===== config.mk =====
export PLATFORM = sky130hd
export DESIGN_NAME = multichannel_moving_average_core
export DESIGN_NICKNAME = d
export VERILOG_FILES = /design/src/hdl/mma_pkg.sv /design/src/hdl/multichannel_moving_average_core.sv /design/src/hdl/mma_ctrl.sv /design/src/hdl/mma_dp.sv
export SDC_FILE = /design/constraint.sdc
export NUM_CORES = 1
export LEC_CHECK = 0
export BUFFER_PORTS_ARGS = -buffer_cell sky130_fd_sc_hd__buf_2
export CORE_ASPECT_RATIO = 1.75
export CORE_MARGIN = 2
export CORE_UTILIZATION = 40
export DETAILED_ROUTE_END_ITERATION = 12
export SLEW_MARGIN = 20
export SYNTH_ARGS = -nofsm -noshare
export SYNTH_HDL_FRONTEND = slang
export SYNTH_SLANG_ARGS = --single-unit

===== constraint.sdc =====
create_clock -name clk_i -period 6 [get_ports clk_i]
set_input_delay 0.9 -clock clk_i [delete_from_list [all_inputs] [get_ports clk_i]]
set_output_delay 0.9 -clock clk_i [all_outputs]
set_load 0.05 [all_outputs]

===== src/hdl/mma_pkg.sv =====
package mma_pkg;

  localparam int unsigned CHANNEL_W = 4;
  localparam int unsigned SAMPLE_W  = 10;

  typedef struct packed {
    logic [CHANNEL_W-1:0] channel;
    logic [SAMPLE_W-1:0]  sample;
  } in_item_t;

  typedef struct packed {
    logic [CHANNEL_W-1:0] out_channel;
    logic [SAMPLE_W-1:0]  average;
  } out_item_t;

  typedef enum logic [2:0] {
    ST_IDLE,
    ST_RD_STATE,
    ST_RD_RING,
    ST_UPDATE,
    ST_DIVIDE,
    ST_FINISH
  } state_e;

  typedef struct packed {
    logic capture;
    logic rd_state;
    logic rd_ring;
    logic update;
    logic div_step;
    logic out_load;
  } cmd_t;

  typedef struct packed {
    logic in_range;
    logic div_last;
    logic out_free;
  } status_t;

endpackage


===== src/hdl/multichannel_moving_average_core.sv =====
// flow: a beat is captured in IDLE, then passes RD_STATE, RD_RING, UPDATE, DIVIDE
// and FINISH into the output register; channels out of range skip to FINISH
// a new beat is taken only in IDLE; the divider makes one quotient bit per cycle
// reset: asynchronous active low; clears channel valid bits and handshake state,
// so no memory clearing pass is needed
module multichannel_moving_average_core
  import mma_pkg::*;
#(
  parameter int unsigned WINDOW      = 8,
  parameter int unsigned CHANNELS    = 11,
  parameter int unsigned SAMPLE_BITS = 10
) (
  input  logic      clk_i,
  input  logic      rst_ni,
  input  logic      in_valid_i,
  output logic      in_ready_o,
  input  in_item_t  in_data_i,
  output logic      out_valid_o,
  input  logic      out_ready_i,
  output out_item_t out_data_o
);

  cmd_t    cmd;
  status_t status;

  mma_ctrl u_ctrl (
    .clk_i      (clk_i),
    .rst_ni     (rst_ni),
    .in_valid_i (in_valid_i),
    .in_ready_o (in_ready_o),
    .status_i   (status),
    .cmd_o      (cmd)
  );

  mma_dp #(
    .WINDOW      (WINDOW),
    .CHANNELS    (CHANNELS),
    .SAMPLE_BITS (SAMPLE_BITS)
  ) u_dp (
    .clk_i       (clk_i),
    .rst_ni      (rst_ni),
    .in_data_i   (in_data_i),
    .cmd_i       (cmd),
    .status_o    (status),
    .out_valid_o (out_valid_o),
    .out_ready_i (out_ready_i),
    .out_data_o  (out_data_o)
  );

endmodule


===== src/hdl/mma_ctrl.sv =====
module mma_ctrl
  import mma_pkg::*;
(
  input  logic    clk_i,
  input  logic    rst_ni,
  input  logic    in_valid_i,
  output logic    in_ready_o,
  input  status_t status_i,
  output cmd_t    cmd_o
);

  state_e state_q, state_d;

  always_ff @(posedge clk_i or negedge rst_ni) begin
    if (!rst_ni) begin
      state_q <= ST_IDLE;
    end else begin
      state_q <= state_d;
    end
  end

  always_comb begin
    state_d = state_q;
    case (state_q)
      ST_IDLE: begin
        if (in_valid_i) state_d = ST_RD_STATE;
      end
      ST_RD_STATE: begin
        state_d = status_i.in_range ? ST_RD_RING : ST_FINISH;
      end
      ST_RD_RING: state_d = ST_UPDATE;
      ST_UPDATE:  state_d = ST_DIVIDE;
      ST_DIVIDE: begin
        if (status_i.div_last) state_d = ST_FINISH;
      end
      ST_FINISH: begin
        if (status_i.out_free) state_d = ST_IDLE;
      end
      default: state_d = ST_IDLE;
    endcase
  end

  always_comb begin
    in_ready_o = 1'b0;
    cmd_o      = '0;
    case (state_q)
      ST_IDLE: begin
        in_ready_o  = 1'b1;
        cmd_o.capture = in_valid_i;
      end
      ST_RD_STATE: cmd_o.rd_state = 1'b1;
      ST_RD_RING:  cmd_o.rd_ring  = 1'b1;
      ST_UPDATE:   cmd_o.update   = 1'b1;
      ST_DIVIDE:   cmd_o.div_step = 1'b1;
      ST_FINISH:   cmd_o.out_load = status_i.out_free;
      default: begin
        in_ready_o = 1'b0;
      end
    endcase
  end

endmodule


===== src/hdl/mma_dp.sv =====
module mma_dp
  import mma_pkg::*;
#(
  parameter int unsigned WINDOW      = 8,
  parameter int unsigned CHANNELS    = 11,
  parameter int unsigned SAMPLE_BITS = 10
) (
  input  logic      clk_i,
  input  logic      rst_ni,
  input  in_item_t  in_data_i,
  input  cmd_t      cmd_i,
  output status_t   status_o,
  output logic      out_valid_o,
  input  logic      out_ready_i,
  output out_item_t out_data_o
);

  localparam int unsigned SW         = (SAMPLE_BITS < SAMPLE_W) ? SAMPLE_BITS : SAMPLE_W;
  localparam int unsigned SUM_W      = SW + $clog2(WINDOW);
  localparam int unsigned POS_W      = (WINDOW > 1) ? $clog2(WINDOW) : 1;
  localparam int unsigned FILL_W     = $clog2(WINDOW + 1);
  localparam int unsigned CH_AW      = (CHANNELS > 1) ? $clog2(CHANNELS) : 1;
  localparam int unsigned RING_DEPTH = CHANNELS * WINDOW;
  localparam int unsigned RING_AW    = (RING_DEPTH > 1) ? $clog2(RING_DEPTH) : 1;
  localparam int unsigned ST_W       = SUM_W + POS_W + FILL_W;
  localparam int unsigned CNT_W      = $clog2(SUM_W + 1);

  // per-channel state and sample rings
  logic [ST_W-1:0]   st_mem [CHANNELS];
  logic [SW-1:0]     ring_mem [RING_DEPTH];
  logic [CHANNELS-1:0] vld_q;

  logic [CHANNEL_W-1:0] ch_q;
  logic [SW-1:0]        smp_q;
  logic [ST_W-1:0]      st_rd_q;
  logic [SW-1:0]        ring_rd_q;

  logic [CH_AW-1:0]   ch_idx;
  logic               in_range;
  logic [SUM_W-1:0]   sum_cur, sum_new;
  logic [POS_W-1:0]   pos_cur, pos_new;
  logic [FILL_W-1:0]  fill_cur, fill_new;
  logic [SW-1:0]      old_smp;
  logic [RING_AW-1:0] ring_addr;

  // divider
  logic [SUM_W-1:0]  dq_q, dq_d;
  logic [FILL_W-1:0] rem_q, rem_d;
  logic [FILL_W-1:0] dvs_q;
  logic [CNT_W-1:0]  cnt_q;
  logic [FILL_W:0]   trial;

  logic      out_valid_q;
  out_item_t out_data_q;

  assign ch_idx   = CH_AW'(ch_q);
  assign in_range = 32'(ch_q) < CHANNELS;

  assign sum_cur  = vld_q[ch_idx] ? st_rd_q[ST_W-1 -: SUM_W] : '0;
  assign pos_cur  = vld_q[ch_idx] ? st_rd_q[FILL_W +: POS_W] : '0;
  assign fill_cur = vld_q[ch_idx] ? st_rd_q[FILL_W-1:0] : '0;

  // until the ring is full the slot at the write position was never written
  assign old_smp  = (32'(fill_cur) < WINDOW) ? '0 : ring_rd_q;
  assign sum_new  = SUM_W'(sum_cur - SUM_W'(old_smp) + SUM_W'(smp_q));
  assign pos_new  = (pos_cur == POS_W'(WINDOW - 1)) ? '0 : POS_W'(pos_cur + 1'b1);
  assign fill_new = (32'(fill_cur) < WINDOW) ? FILL_W'(fill_cur + 1'b1) : fill_cur;
  assign ring_addr = RING_AW'(32'(ch_idx) * WINDOW + 32'(pos_cur));

  always_ff @(posedge clk_i) begin
    if (cmd_i.capture) begin
      ch_q  <= in_data_i.channel;
      smp_q <= in_data_i.sample[SW-1:0];
    end
  end

  always_ff @(posedge clk_i) begin
    if (cmd_i.rd_state) begin
      st_rd_q <= st_mem[ch_idx];
    end
    if (cmd_i.update) begin
      st_mem[ch_idx] <= {sum_new, pos_new, fill_new};
    end
  end

  always_ff @(posedge clk_i) begin
    if (cmd_i.rd_ring) begin
      ring_rd_q <= ring_mem[ring_addr];
    end
    if (cmd_i.update) begin
      ring_mem[ring_addr] <= smp_q;
    end
  end

  always_ff @(posedge clk_i or negedge rst_ni) begin
    if (!rst_ni) begin
      vld_q <= '0;
    end else if (cmd_i.update) begin
      vld_q[ch_idx] <= 1'b1;
    end
  end

  // restoring division, one quotient bit per cycle
  assign trial = {rem_q, dq_q[SUM_W-1]};

  always_comb begin
    dq_d  = {dq_q[SUM_W-2:0], 1'b0};
    rem_d = trial[FILL_W-1:0];
    if (trial >= {1'b0, dvs_q}) begin
      dq_d[0] = 1'b1;
      rem_d   = FILL_W'(trial - {1'b0, dvs_q});
    end
  end

  always_ff @(posedge clk_i) begin
    if (cmd_i.update) begin
      dq_q  <= sum_new;
      rem_q <= '0;
      dvs_q <= fill_new;
      cnt_q <= CNT_W'(SUM_W);
    end else if (cmd_i.div_step) begin
      dq_q  <= dq_d;
      rem_q <= rem_d;
      cnt_q <= CNT_W'(cnt_q - 1'b1);
    end
  end

  // output register
  always_ff @(posedge clk_i or negedge rst_ni) begin
    if (!rst_ni) begin
      out_valid_q <= 1'b0;
    end else if (cmd_i.out_load) begin
      out_valid_q <= 1'b1;
    end else if (out_ready_i) begin
      out_valid_q <= 1'b0;
    end
  end

  always_ff @(posedge clk_i) begin
    if (cmd_i.out_load) begin
      out_data_q.out_channel <= ch_q;
      out_data_q.average     <= in_range ? SAMPLE_W'(dq_q[SW-1:0]) : '0;
    end
  end

  assign status_o.in_range = in_range;
  assign status_o.div_last = (cnt_q == CNT_W'(1));
  assign status_o.out_free = !out_valid_q || out_ready_i;

  assign out_valid_o = out_valid_q;
  assign out_data_o  = out_data_q;

endmodule

## Yosys cells after proc, flatten, opt, wreduce, memory -nomap -nowiden

Memories as Yosys holds them, arrays and structs flattened. A register that Yosys moved wholly into a read port is not among the register bits.
Cells that the tools add are included.

- Add/subtract/negate cells: 7
- $lt $le $gt $ge: 5
- Eq/ne operators: 10
- Multiplexer cells: 30
- Bitwise gates (word level): 1
- Reductions and logical operators: 7

Operators with widths:

| kind | count |
|---|---|
| 13-bit two-way mux | 3 |
| 3-bit two-way mux | 6 |
| 3-bit one-hot mux with 6 select lines | 1 |
| 1-bit two-way mux | 14 |
| 13-bit by 10-bit adder with 13-bit output | 1 |
| 13-bit by 10-bit subtractor with 13-bit output | 1 |
| 4-bit two-way mux | 3 |
| 11-bit bitwise OR | 1 |
| 10-bit two-way mux | 1 |
| 3-bit equality test (second input constant) | 3 |
| 4-bit < comparator (second input constant) | 2 |
| 7-bit by 3-bit adder with 7-bit output | 1 |
| 3-bit by 2-bit equality test with 1-bit output (second input constant) | 2 |
| 5-bit by 4-bit greater-or-equal comparator with 1-bit output | 1 |
| 4-bit by 5-bit < comparator with 1-bit output (second input constant) | 1 |
| 4-bit by 1-bit adder with 4-bit output (second input constant) | 1 |
| 1-bit binary-select mux with 4-bit select | 1 |
| 1-bit demux with 4-bit select | 1 |
| 4-bit by 1-bit equality test with 1-bit output (second input constant) | 1 |
| 4-bit by 1-bit greater-or-equal comparator with 1-bit output (second input constant) | 1 |
| 2-bit inequality test (second input constant) | 2 |
| 2-bit nonzero test | 2 |
| 4-bit by 1-bit subtractor with 4-bit output (second input constant) | 1 |
| 4-bit subtractor | 1 |
| 8 further kinds | 8 |

- Register bits after elaboration: 68
- Bits in writable memories: 1,100
- Bits of input ports: 18
- Word-level logic and storage cells: 73
- Memories kept: 2

Memories:

| name | depth | width | read ports | clocked after memory_dff | write ports | line | RTL |
|---|---|---|---|---|---|---|---|
| u_dp.ring_mem | 88 | 10 | 1 | 1 | 1 | mma_dp.sv:30 | `logic [SW-1:0] ring_mem [RING_DEPTH];` |
| u_dp.st_mem | 11 | 20 | 1 | 1 | 1 | mma_dp.sv:29 | `logic [ST_W-1:0] st_mem [CHANNELS];` |

## Depth between registers and ports, before layout

Gate-level depths: netlist of the first run.

- Word-level depth: 8
- Depth in mapped cells: 23

## Cells and area by module

From an unflattened synthesis of the first run, not the netlist that was laid out.

- Cell total of the unflattened synthesis: 2,817
- Area total of the unflattened synthesis: 47,406.7 um2

Modules (own cells, without submodules):

| module | instances | cells an instance | area an instance (um2) | seq. area each (um2) |
|---|---|---|---|---|
| mma_dp | 1 | 2,788 | 47,162.7 | 35,744.3 |
| mma_ctrl | 1 | 29 | 244.0 | 75.1 |

## Worst setup path before layout of the first run

No wires, ideal clock.

- Path kind: register to register
- Start: reg u_dp.ch_q[2] (netlist: u_dp.ch_idx[2])
- End: reg u_dp.dq_q[12], data pin
- Library setup time: 260 ps
- Arrival: 5,257 ps
- Path slack: 483 ps
- Cell stages (with the launch flop): 23
- Buffers on the path: 6
- Period minus slack after synthesis: 5,517 ps
- Path through: edfxtp_1 > clkbuf_1 > and2_1 > a221oi_4 > a22o_1 > buf_6 > buf_2 > buf_1 > clkbuf_1 > clkbuf_1 > nand2_1 > fa_1 > inv_1 > ha_1 > nor2b_1 > o21ai_0 > a21boi_0 > o211a_1 > o21a_1 > o21a_1 > o41ai_1 > xnor2_1 > mux2_2

- Word-level cells in the longest chain between the ends: 8
- Elaborated cells between the ends (all ways): 9

Ends and longest elaborated chain:

| item | line | RTL |
|---|---|---|
| start, declared | mma_dp.sv:33 | `logic [CHANNEL_W-1:0] ch_q;` |
| start signal, assigned | mma_dp.sv:72 | `ch_q <= in_data_i.channel;` |
| 1-bit binary-select mux with 4-bit select (*) | mma_dp.sv:59, mma_dp.sv:61 |  |
| 1-bit two-way mux (implied by the code) (*) | mma_dp.sv:59, mma_dp.sv:61 |  |
| 4-bit two-way mux | mma_dp.sv:61 | `assign fill_cur = vld_q[ch_idx] ? st_rd_q[FILL_W-1:0] : '0;` |
| 4-bit < comparator | mma_dp.sv:64 | `assign old_smp = (32'(fill_cur) < WINDOW) ? '0 : ring_rd_q;` |
| 10-bit two-way mux | mma_dp.sv:64 |  |
| 13-bit by 10-bit subtractor with 13-bit output (*) | mma_dp.sv:65 | `assign sum_new = SUM_W'(sum_cur - SUM_W'(old_smp) + SUM_W'(smp_q));` |
| 13-bit by 10-bit adder with 13-bit output (*) | mma_dp.sv:65 |  |
| net u_dp.sum_new[12] | mma_dp.sv:40 | `logic [SUM_W-1:0] sum_cur, sum_new;` |
| 13-bit two-way mux (*) | mma_dp.sv:116 | `if (cmd_i.update) begin` |
| end signal, assigned | mma_dp.sv:117 | `dq_q <= sum_new;` |
| end signal, assigned | mma_dp.sv:122 | `dq_q <= dq_d;` |
| end, declared | mma_dp.sv:47 | `logic [SUM_W-1:0] dq_q, dq_d;` |

The timed path passes the listed nets; every way through them passes the cells marked *. The select of a mux whose other input is x is not followed.
A chain may end at the register's enable or synchronous reset.

## Final worst setup path of the first run

- Start: reg u_dp.ch_q[0] (netlist: u_dp.ch_idx[0])
- End: reg u_dp.ring_rd_q[3] (read register of u_dp.ring_mem), data pin

- Word-level cells in the longest chain between the ends: 4

Ends and longest elaborated chain:

| item | line | RTL |
|---|---|---|
| 1-bit binary-select mux with 4-bit select | mma_dp.sv:60 | `assign pos_cur = vld_q[ch_idx] ? st_rd_q[FILL_W +: POS_W] : '0;` |
| 1-bit two-way mux (implied by the code) | mma_dp.sv:60 |  |
| 3-bit two-way mux | mma_dp.sv:60 |  |
| 7-bit by 3-bit adder with 7-bit output (*) | mma_dp.sv:68 | `assign ring_addr = RING_AW'(32'(ch_idx) * WINDOW + 32'(pos_cur));` |
| end, declared | mma_dp.sv:36 | `logic [SW-1:0] ring_rd_q;` |

Every way passes the cells marked *; elsewhere a longest branch is shown, timed or not. The select of a mux whose other input is x is not followed.

==> results by group, run 1 <==
CTS
  • CTS tree: yes
  • H-tree levels: 3
  • Setup Buffers After CTS: 0
  • Worst skew pair latency: 730 ps
  • CTS root buf: clkbuf_16
  • Clock Path Buffers: 3
  • Clk slew on worst S/H paths: 70 ps
  • CTS Sinks: 1198
  • Cts bufs inserted: 101
  • Resize count post-CTS: 0
  • Hold Buf Count CTS: 0

Drt
  • Residual DRC: 0
  • Routed Antenna Nets: 0
  • Detailed Route Iter0 Violations: 3232
  • Met2 WL: 74.6 mm
  • Top sig layer: met5
  • Met3 WL: 10.4 mm
  • Routed wire per std cell: 31.9 um
  • Detailed-route via count: 27600
  • Pre-antenna DRT Iters: 6
  • M1 WL: 49.0 mm
  • Post-Route WL: 147 mm
  • Drt via density: 5.99

Timing
  • Final slew viol count: 0
  • RSZ-0062 raised after global routing: false
  • Finish-stage setup viols: 0
  • Clock skew: 26.0 ps
  • Worst Tran Pin Value: 1240 ps
  • Min Tclk post-route: 5330 ps
  • Setup TNS: 0 ps
  • Slew HR: 0.165
  • Fmax: 0.188 GHz
  • Final hold viol count: 0
  • Period Utilization, post-route: 0.888

Logic synthesis
  • Post-synthesis mux area share: 0.0679
  • Synth Area in XOR/XNOR: 0.00260
  • Synth Area in Simple Gates: 0.0579
  • Adder-Cell Fraction of Synth Area: 0.0102
  • Largest family of logic cells by synthesized area: compound AO/OA/AOI/OAI gates
  • Area contributors post-synth: edfxtp_1, mux2i_1, mux4_2, nand2_1, nor2_1
  • Synth warn: 0
  • Syn nets: 2934
  • Largest area contributor in the netlist: edfxtp_1
  • EDFF count, synth: 1175
  • Leading register cell type out of synthesis: edfxtp_1
  • Synthesized flop and latch total: 1198
  • Synth Area in Compound Gates: 0.0827
  • Yosys top cell area share: 0.749
  • Synth cell types: 76
  • Syn Inst Count: 2884
  • Sequential share of the synthesized area: 0.760
  • Async SR Flop Fraction: 0.0125
  • Synth Cell Area: 47100 sq um
  • Post-Syn Area per Cell: 16.3 sq um

Layout
  • Layout Nets: 3055
  • Share of cells above drive strength 1: 0.148
  • FILL cells: 10000
  • Synth-to-Final Area Change: 12.9%
  • Most common cell after layout, fill and taps aside: edfxtp_1
  • Most frequent cells in the layout: edfxtp_1, nand2_1, mux2i_1, nor2_1, buf_4

Flow run
  • Max-cap viol count: 0

Placement
  • DP Wirelength: 94.3 mm
  • Port Buffers: 33
  • Final estimated routing congestion in global placement: 0.963

Worst setup path
  • Top Family by Delay on Critical Path: compound AO/OA/AOI/OAI gates
  • Reg-to-Reg End: u_dp.ring_rd_q[3]$_DFFE_PP_
  • Worst r2r src: u_dp.ch_idx[0]$_DFFE_PP_
  • CP endpoint: u_dp.ring_rd_q[3]$_DFFE_PP_
  • WP buf/inv: 3
  • Data arrival, critical path: 5920 ps
  • Worst R2R Setup Slack: 670 ps
  • Setup CP Type: reg -> reg
  • Slowest cell on the critical path: nand3_1
  • Worst path cell trace: and2_1 -> a221oi_4 -> buf_4 -> a22o_2 -> buf_12 -> nand3_1 -> o2bb2ai_1 -> a221oi_1 -> nand4_1 -> nand3_1 -> a311oi_1 -> buf_4
  • Crit path largest cell delay: 820 ps
  • Stages on worst setup path: 12
  • Crit start category: register
  • Worst-path fanout max: 49
  • CP endpoint kind: register
  • Critical Path Source: u_dp.ch_idx[0]$_DFFE_PP_
  • CP required: 6590 ps
  • R2R depth: 12

Floorplanning
  • Rows: 166
  • Die area: 121000 sq um
  • Die H: 458 um
  • Die X: 263 um
  • Starting density of the core: 0.403
  • Ports: 34
  • Core area: 117000 sq um

Global route
  • Antenna violations before repair: 12
  • GRT Residual Overflow: 0
  • First-pass GRT wire length: 208 mm
  • Largest net degree at the start of global routing: 93
  • Vias in the first global route: 28200
  • Total global routing track utilization: 0.243

Pwr
  • Clock share of power: 0.306
  • Switching power summed over all nets: 7.10 mW
  • Total power: 22.7 mW
  • Combinational share of power: 0.229
  • Power Dens Cells: 427 nW/um^2
  • Worst VDD drop: 0.235 mV
  • Switching Share: 0.312
  • Lkg Pwr: 17.6 nW
  • Design internal power: 15.6 mW
  • Seq pwr share: 0.465

Min path
  • Hold Crit Class: in -> async

Outcome
  • Status: completed
-- per-stage QoR --
| stage | cells | instance area [sq um] | hold slack [ps] | worst slack, ps | utilization |
|---|---|---|---|---|---|
| after detailed placement | 4414 | 49700 | 457 | 781 | 0.425 |
| after floorplan | 2884 | 47100 | 426 | 483 | - |
| final | 4606 | 53200 | 120 | 670 | 0.455 |
| after global routing | 4604 | 53200 | 126 | 360 | 0.455 |
| after global placement | 4414 | 49700 | 441 | 784 | 0.425 |
| after CTS | 4602 | 53200 | 89.5 | 748 | 0.455 |
-- routing by layer --
metal	track usage	vias to the layer above
li1	-	11600
met1	0.262	14200
met2	0.421	1411
met3	0.0413	413
met4	0.192	16
met5	0	-
-- how the worst min path moves through the flow --
stage,startpoint,endpoint,cells past startpoint
after floorplan,u_dp.rem_q[3]$_SDFFE_PP0P_,u_dp.rem_q[3]$_SDFFE_PP0P_,2
after global placement,u_dp.rem_q[3]$_SDFFE_PP0P_,u_dp.rem_q[3]$_SDFFE_PP0P_,2
after detailed placement,u_dp.vld_q[5]$_DFFE_PN0P_,u_dp.vld_q[5]$_DFFE_PN0P_,1
after CTS,rst_ni,u_dp.vld_q[6]$_DFFE_PN0P_,1
after global routing,rst_ni,u_dp.vld_q[4]$_DFFE_PN0P_,1
final,rst_ni,u_dp.vld_q[6]$_DFFE_PN0P_,1
-- Yosys cell counts, types with 15 or more instances --
cell type and instances:
edfxtp_1 1175, nand2_1 242, mux2i_1 195, nor2_1 188, o21ai_0 118, a21oi_1 88
clkbuf_1 83, a221oi_1 78, a22oi_1 64, inv_1 50, buf_2 46, mux4_2 41
nand3_1 37, nor3_1 32, o22ai_1 30, mux2_2 29, and2_1 26, a22o_1 24
buf_1 23, ha_1 21, a222oi_1 20, nand2b_1 20, a221o_1 19, nand4_1 19
dfrtp_1 15
-- power by group through the flow --
stage / logic (mW) / clock network (mW) / registers [mW]
6_report: 5.21 / 6.95 / 10.6
3_5_place_dp: 5.11 / 0 / 10.7
3_3_place_gp: 4.98 / 0 / 10.7
5_1_grt: 5.50 / 7.30 / 10.6
2_1_floorplan: 2.81 / 0 / 10.8
4_1_cts: 5.13 / 7.01 / 10.6
-- state kept, by name, indices dropped and copies added, names as in the netlist, 10 cells and up --
name and cells:
u_dp.dq_q 13, u_dp.out_data_o 14, u_dp.ring_mem 880, u_dp.ring_rd_q 10, u_dp.smp_q 10, u_dp.st_mem 220, u_dp.st_rd_q 20, u_dp.vld_q 11
-- cell families (layout without fill, tap and decap cells) --
family | Yosys count | count (layout)
mux | 265 | 265
flops | 1198 | 1198
simple gates | 617 | 617
fa+ha+maj | 32 | 32
buf+inv | 209 | 415
compound gates | 549 | 549
other cells | 0 | 4
xor+xnor | 14 | 14
-- area by class of cell --
class | instances | area (sq um) | share of cell area
clock buffers | 118 | 2680 | 0.0503
repair buffers | 176 | 1290 | 0.0242
well taps | 1512 | 1890 | 0.0355
multi-input cells | 1477 | 10600 | 0.199
flip-flops and latches | 1198 | 35800 | 0.673
clock inverters | 70 | 773 | 0.0145
inverters | 51 | 191 | 0.00360
diodes | 4 | 10.0 | 0.000188
Power figures use the tool's default switching activity.
==> inputs of run 2 (changes only) <==
--- a/config.mk
+++ b/config.mk
@@ -10,6 +10,7 @@
 export CORE_MARGIN = 2
 export CORE_UTILIZATION = 40
 export DETAILED_ROUTE_END_ITERATION = 12
+export RECOVER_POWER = 50
 export SLEW_MARGIN = 20
 export SYNTH_ARGS = -nofsm -noshare
 export SYNTH_HDL_FRONTEND = slang
==> run 2 against run 1 <==
The run now ends with max-capacitance violations, max-slew violations left. Register-to-register slack got worse by 330 ps. Fmax fell by 5.8%. Via count rose by 0.12%. Wire length rose by 0.15%. Design area fell by 0.24%. Sequential power barely moved. Cell count barely moved. Non-clock buffer count did not move. Worst setup slack got worse by 330 ps. Highest routed layer unchanged.
==> results by group, run 2 (synthesis results as in run 1) <==
Drt
  • Routed Antenna Nets: 0 (unchanged)
  • Residual DRC: 0 (unchanged)
  • Drt via density: 6.00 (was 5.99)
  • Pre-antenna DRT Iters: 6 (unchanged)
  • Detailed Route Iter0 Violations: 3157 (was 3232)
  • Routed wire per std cell: 31.9 um (about the same)
  • Detailed-route via count: 27600 (about the same)
  • Post-Route WL: 147 mm (about the same)

Floorplanning
  • Core area: 117000 sq um (unchanged)
  • Starting density of the core: 0.403 (unchanged)
  • Die H: 458 um (unchanged)
  • Rows: 166 (unchanged)
  • Die X: 263 um (unchanged)
  • Ports: 34 (unchanged)
  • Die area: 121000 sq um (unchanged)

Global route
  • First-pass GRT wire length: 208 mm (unchanged)
  • Largest net degree at the start of global routing: 93 (unchanged)
  • Vias in the first global route: 28200 (unchanged)
  • Grt met1 use: 0.262 (unchanged)
  • M2 GR Usage: 0.421 (unchanged)
  • GRT Residual Overflow: 0 (unchanged)
  • Antenna violations before repair: 13 (was 12)
  • GRT busiest layer: met2 (unchanged)
  • Total global routing track utilization: 0.243 (unchanged)
  • Met3 Resource Use GR: 0.0413 (unchanged)

Pwr
  • Combinational share of power: 0.228 (was 0.229)
  • Clock share of power: 0.305 (was 0.306)
  • Lkg Pwr: 17.4 nW (was 17.6 nW)
  • Switching Share: 0.312 (about the same)
  • Power Dens Cells: 429 nW/um^2 (was 427 nW/um^2)
  • Design internal power: 15.7 mW (was 15.6 mW)
  • Switching power summed over all nets: 7.10 mW (about the same)
  • Seq pwr share: 0.467 (was 0.465)
  • Worst VDD drop: 0.235 mV (about the same)

Placement
  • Port Buffers: 33 (unchanged)
  • Area after DPL: 49700 sq um (unchanged)
  • Placed Cells: 4414 (unchanged)
  • Final estimated routing congestion in global placement: 0.963 (unchanged)
  • DP Wirelength: 94.3 mm (unchanged)

Timing
  • RSZ-0062 raised after global routing: false (unchanged)
  • Final hold viol count: 0 (unchanged)
  • Period Utilization, post-route: 0.943 (was 0.888)
  • Slew HR: -2.05 (was 0.165)
  • Setup TNS: 0 ps (unchanged)
  • Worst Tran Pin Value: 4570 ps (was 1240 ps)
  • Min Tclk post-route: 5660 ps (was 5330 ps)
  • Clock skew: 30.2 ps (was 26.0 ps)
  • Hold_ws: 337 ps (was 120 ps)
  • Fmax: 0.177 GHz (was 0.188 GHz)
  • Finish-stage setup viols: 0 (unchanged)
  • Final slew viol count: 1073 (was 0)

Layout
  • Fin util: 0.454 (was 0.455)
  • Largest register by flop count: u_dp.ring_mem (unchanged)
  • Biggest regs: u_dp.ring_mem x880, u_dp.st_mem x220, u_dp.st_rd_q x20 (unchanged)
  • Layout Nets: 3055 (unchanged)
  • Non-Filler Instances: 4605 (was 4606)
  • Post-route cell area: 53100 sq um (was 53200 sq um)
  • Most frequent cells in the layout: edfxtp_1, nand2_1, mux2i_1, nor2_1, o21ai_0 (was edfxtp_1, nand2_1, mux2i_1, nor2_1, buf_4)
  • Most common cell after layout, fill and taps aside: edfxtp_1 (unchanged)
  • FILL cells: 10100 (was 10000)
  • Share of cells above drive strength 1: 0.132 (was 0.148)
  • Largest register FFs: 880 (unchanged)
  • Synth-to-Final Area Change: 12.7% (was 12.9%)

CTS
  • Worst skew pair latency: 730 ps (about the same)
  • Setup Buffers After CTS: 0 (unchanged)
  • Cts bufs inserted: 101 (unchanged)
  • CTS Sinks: 1198 (unchanged)
  • H-tree levels: 3 (unchanged)
  • Resize count post-CTS: 0 (unchanged)
  • CTS tree: yes (unchanged)
  • Clock Path Buffers: 3 (unchanged)
  • Clk slew on worst S/H paths: 70 ps (about the same)
  • CTS root buf: clkbuf_16 (unchanged)
  • Hold Buf Count CTS: 0 (unchanged)

Worst setup path
  • CP endpoint kind: register (unchanged)
  • Crit path largest cell delay: 2100 ps (was 820 ps)
  • Setup CP Type: reg -> reg (unchanged)
  • Worst-path fanout max: 54 (was 49)
  • Data arrival, critical path: 6070 ps (was 5920 ps)
  • Slowest cell on the critical path: clkbuf_1 (was nand3_1)
  • Worst path cell trace: clkbuf_1 -> nor2b_1 -> nand2b_1 -> a41oi_1 -> a22oi_1 -> o211ai_1 (was and2_1 -> a221oi_4 -> buf_4 -> a22o_2 -> buf_12 -> nand3_1 -> o2bb2ai_1 -> a221oi_1 -> nand4_1 -> nand3_1 -> a311oi_1 -> buf_4)
  • Crit start category: register (unchanged)
  • CP required: 6410 ps (was 6590 ps)
  • WP buf/inv: 1 (was 3)
  • Top Family by Delay on Critical Path: buffers and inverters (was compound AO/OA/AOI/OAI gates)

Outcome
  • Failing checks: max-capacitance violations, max-slew violations
  • Status: complete, but fails checks (was completed)

Min path
  • Hold Crit Class: in -> async (unchanged)

Flow run
  • Max-cap viol count: 19 (was 0)
-- run 2: layout make-up --
cell class              instances  area (sq um)  share of cell area
multi-input cells            1477         10500               0.199
repair buffers                176          1180              0.0222
clock inverters                70           773              0.0146
well taps                    1512          1890              0.0356
diodes                          3          7.51            0.000141
inverters                      51           191             0.00361
flip-flops and latches       1198         35800               0.675
clock buffers                 118          2680              0.0504
-- run 2: worst paths after layout --
path	end	cells after the start	slack [ps]	start
setup / recovery	u_dp.ring_rd_q[1]$_DFFE_PP_	6	340	u_dp.ch_idx[3]$_DFFE_PP_
hold / removal	u_dp.vld_q[6]$_DFFE_PN0P_	1	340	rst_ni
setup reg to reg	u_dp.ring_rd_q[1]$_DFFE_PP_	6	340	u_dp.ch_idx[3]$_DFFE_PP_
hold reg to reg	u_dp.vld_q[9]$_DFFE_PN0P_	1	470	u_dp.vld_q[9]$_DFFE_PN0P_
max in group asynchronous	u_dp.out_valid_o$_DFFE_PN0P_	1	5030	rst_ni
min in group clk_i	u_dp.ch_idx[1]$_DFFE_PP_	1	360	in_data_i[11]
-- run 2: per-layer routing --
metal	vias up	routed length, um
li1	11600	-
met1	14200	49100
met2	1369	75000
met3	417	10200
met4	16	12800
met5	-	102
-- run 2: per-stage QoR --
stage / power, mW / worst slack [ps]
3_3_place_gp: 15.7 / 784
2_1_floorplan: 13.6 / 483
3_5_place_dp: 15.9 / 781
6_report: 22.8 / 343
5_1_grt: 23.4 / 201
4_1_cts: 22.7 / 748
-- run 2: power groups by stage --
stage / Clock [mW] / Sequential, mW / Combinational (mW)
2_1_floorplan: 0 / 10.8 / 2.81
3_3_place_gp: 0 / 10.7 / 4.98
3_5_place_dp: 0 / 10.7 / 5.11
4_1_cts: 7.01 / 10.6 / 5.13
5_1_grt: 7.30 / 10.7 / 5.49
6_report: 6.95 / 10.6 / 5.19
-- run 2: worst register-to-register path: cells and delay by family, from the launching register on --
family | cells | cell delay [ps]
AND/OR/NAND/NOR | 2 | 1740
buffers and inverters | 1 | 2100
flip-flops | 1 | 430
AO/OA/AOI/OAI | 3 | 1090
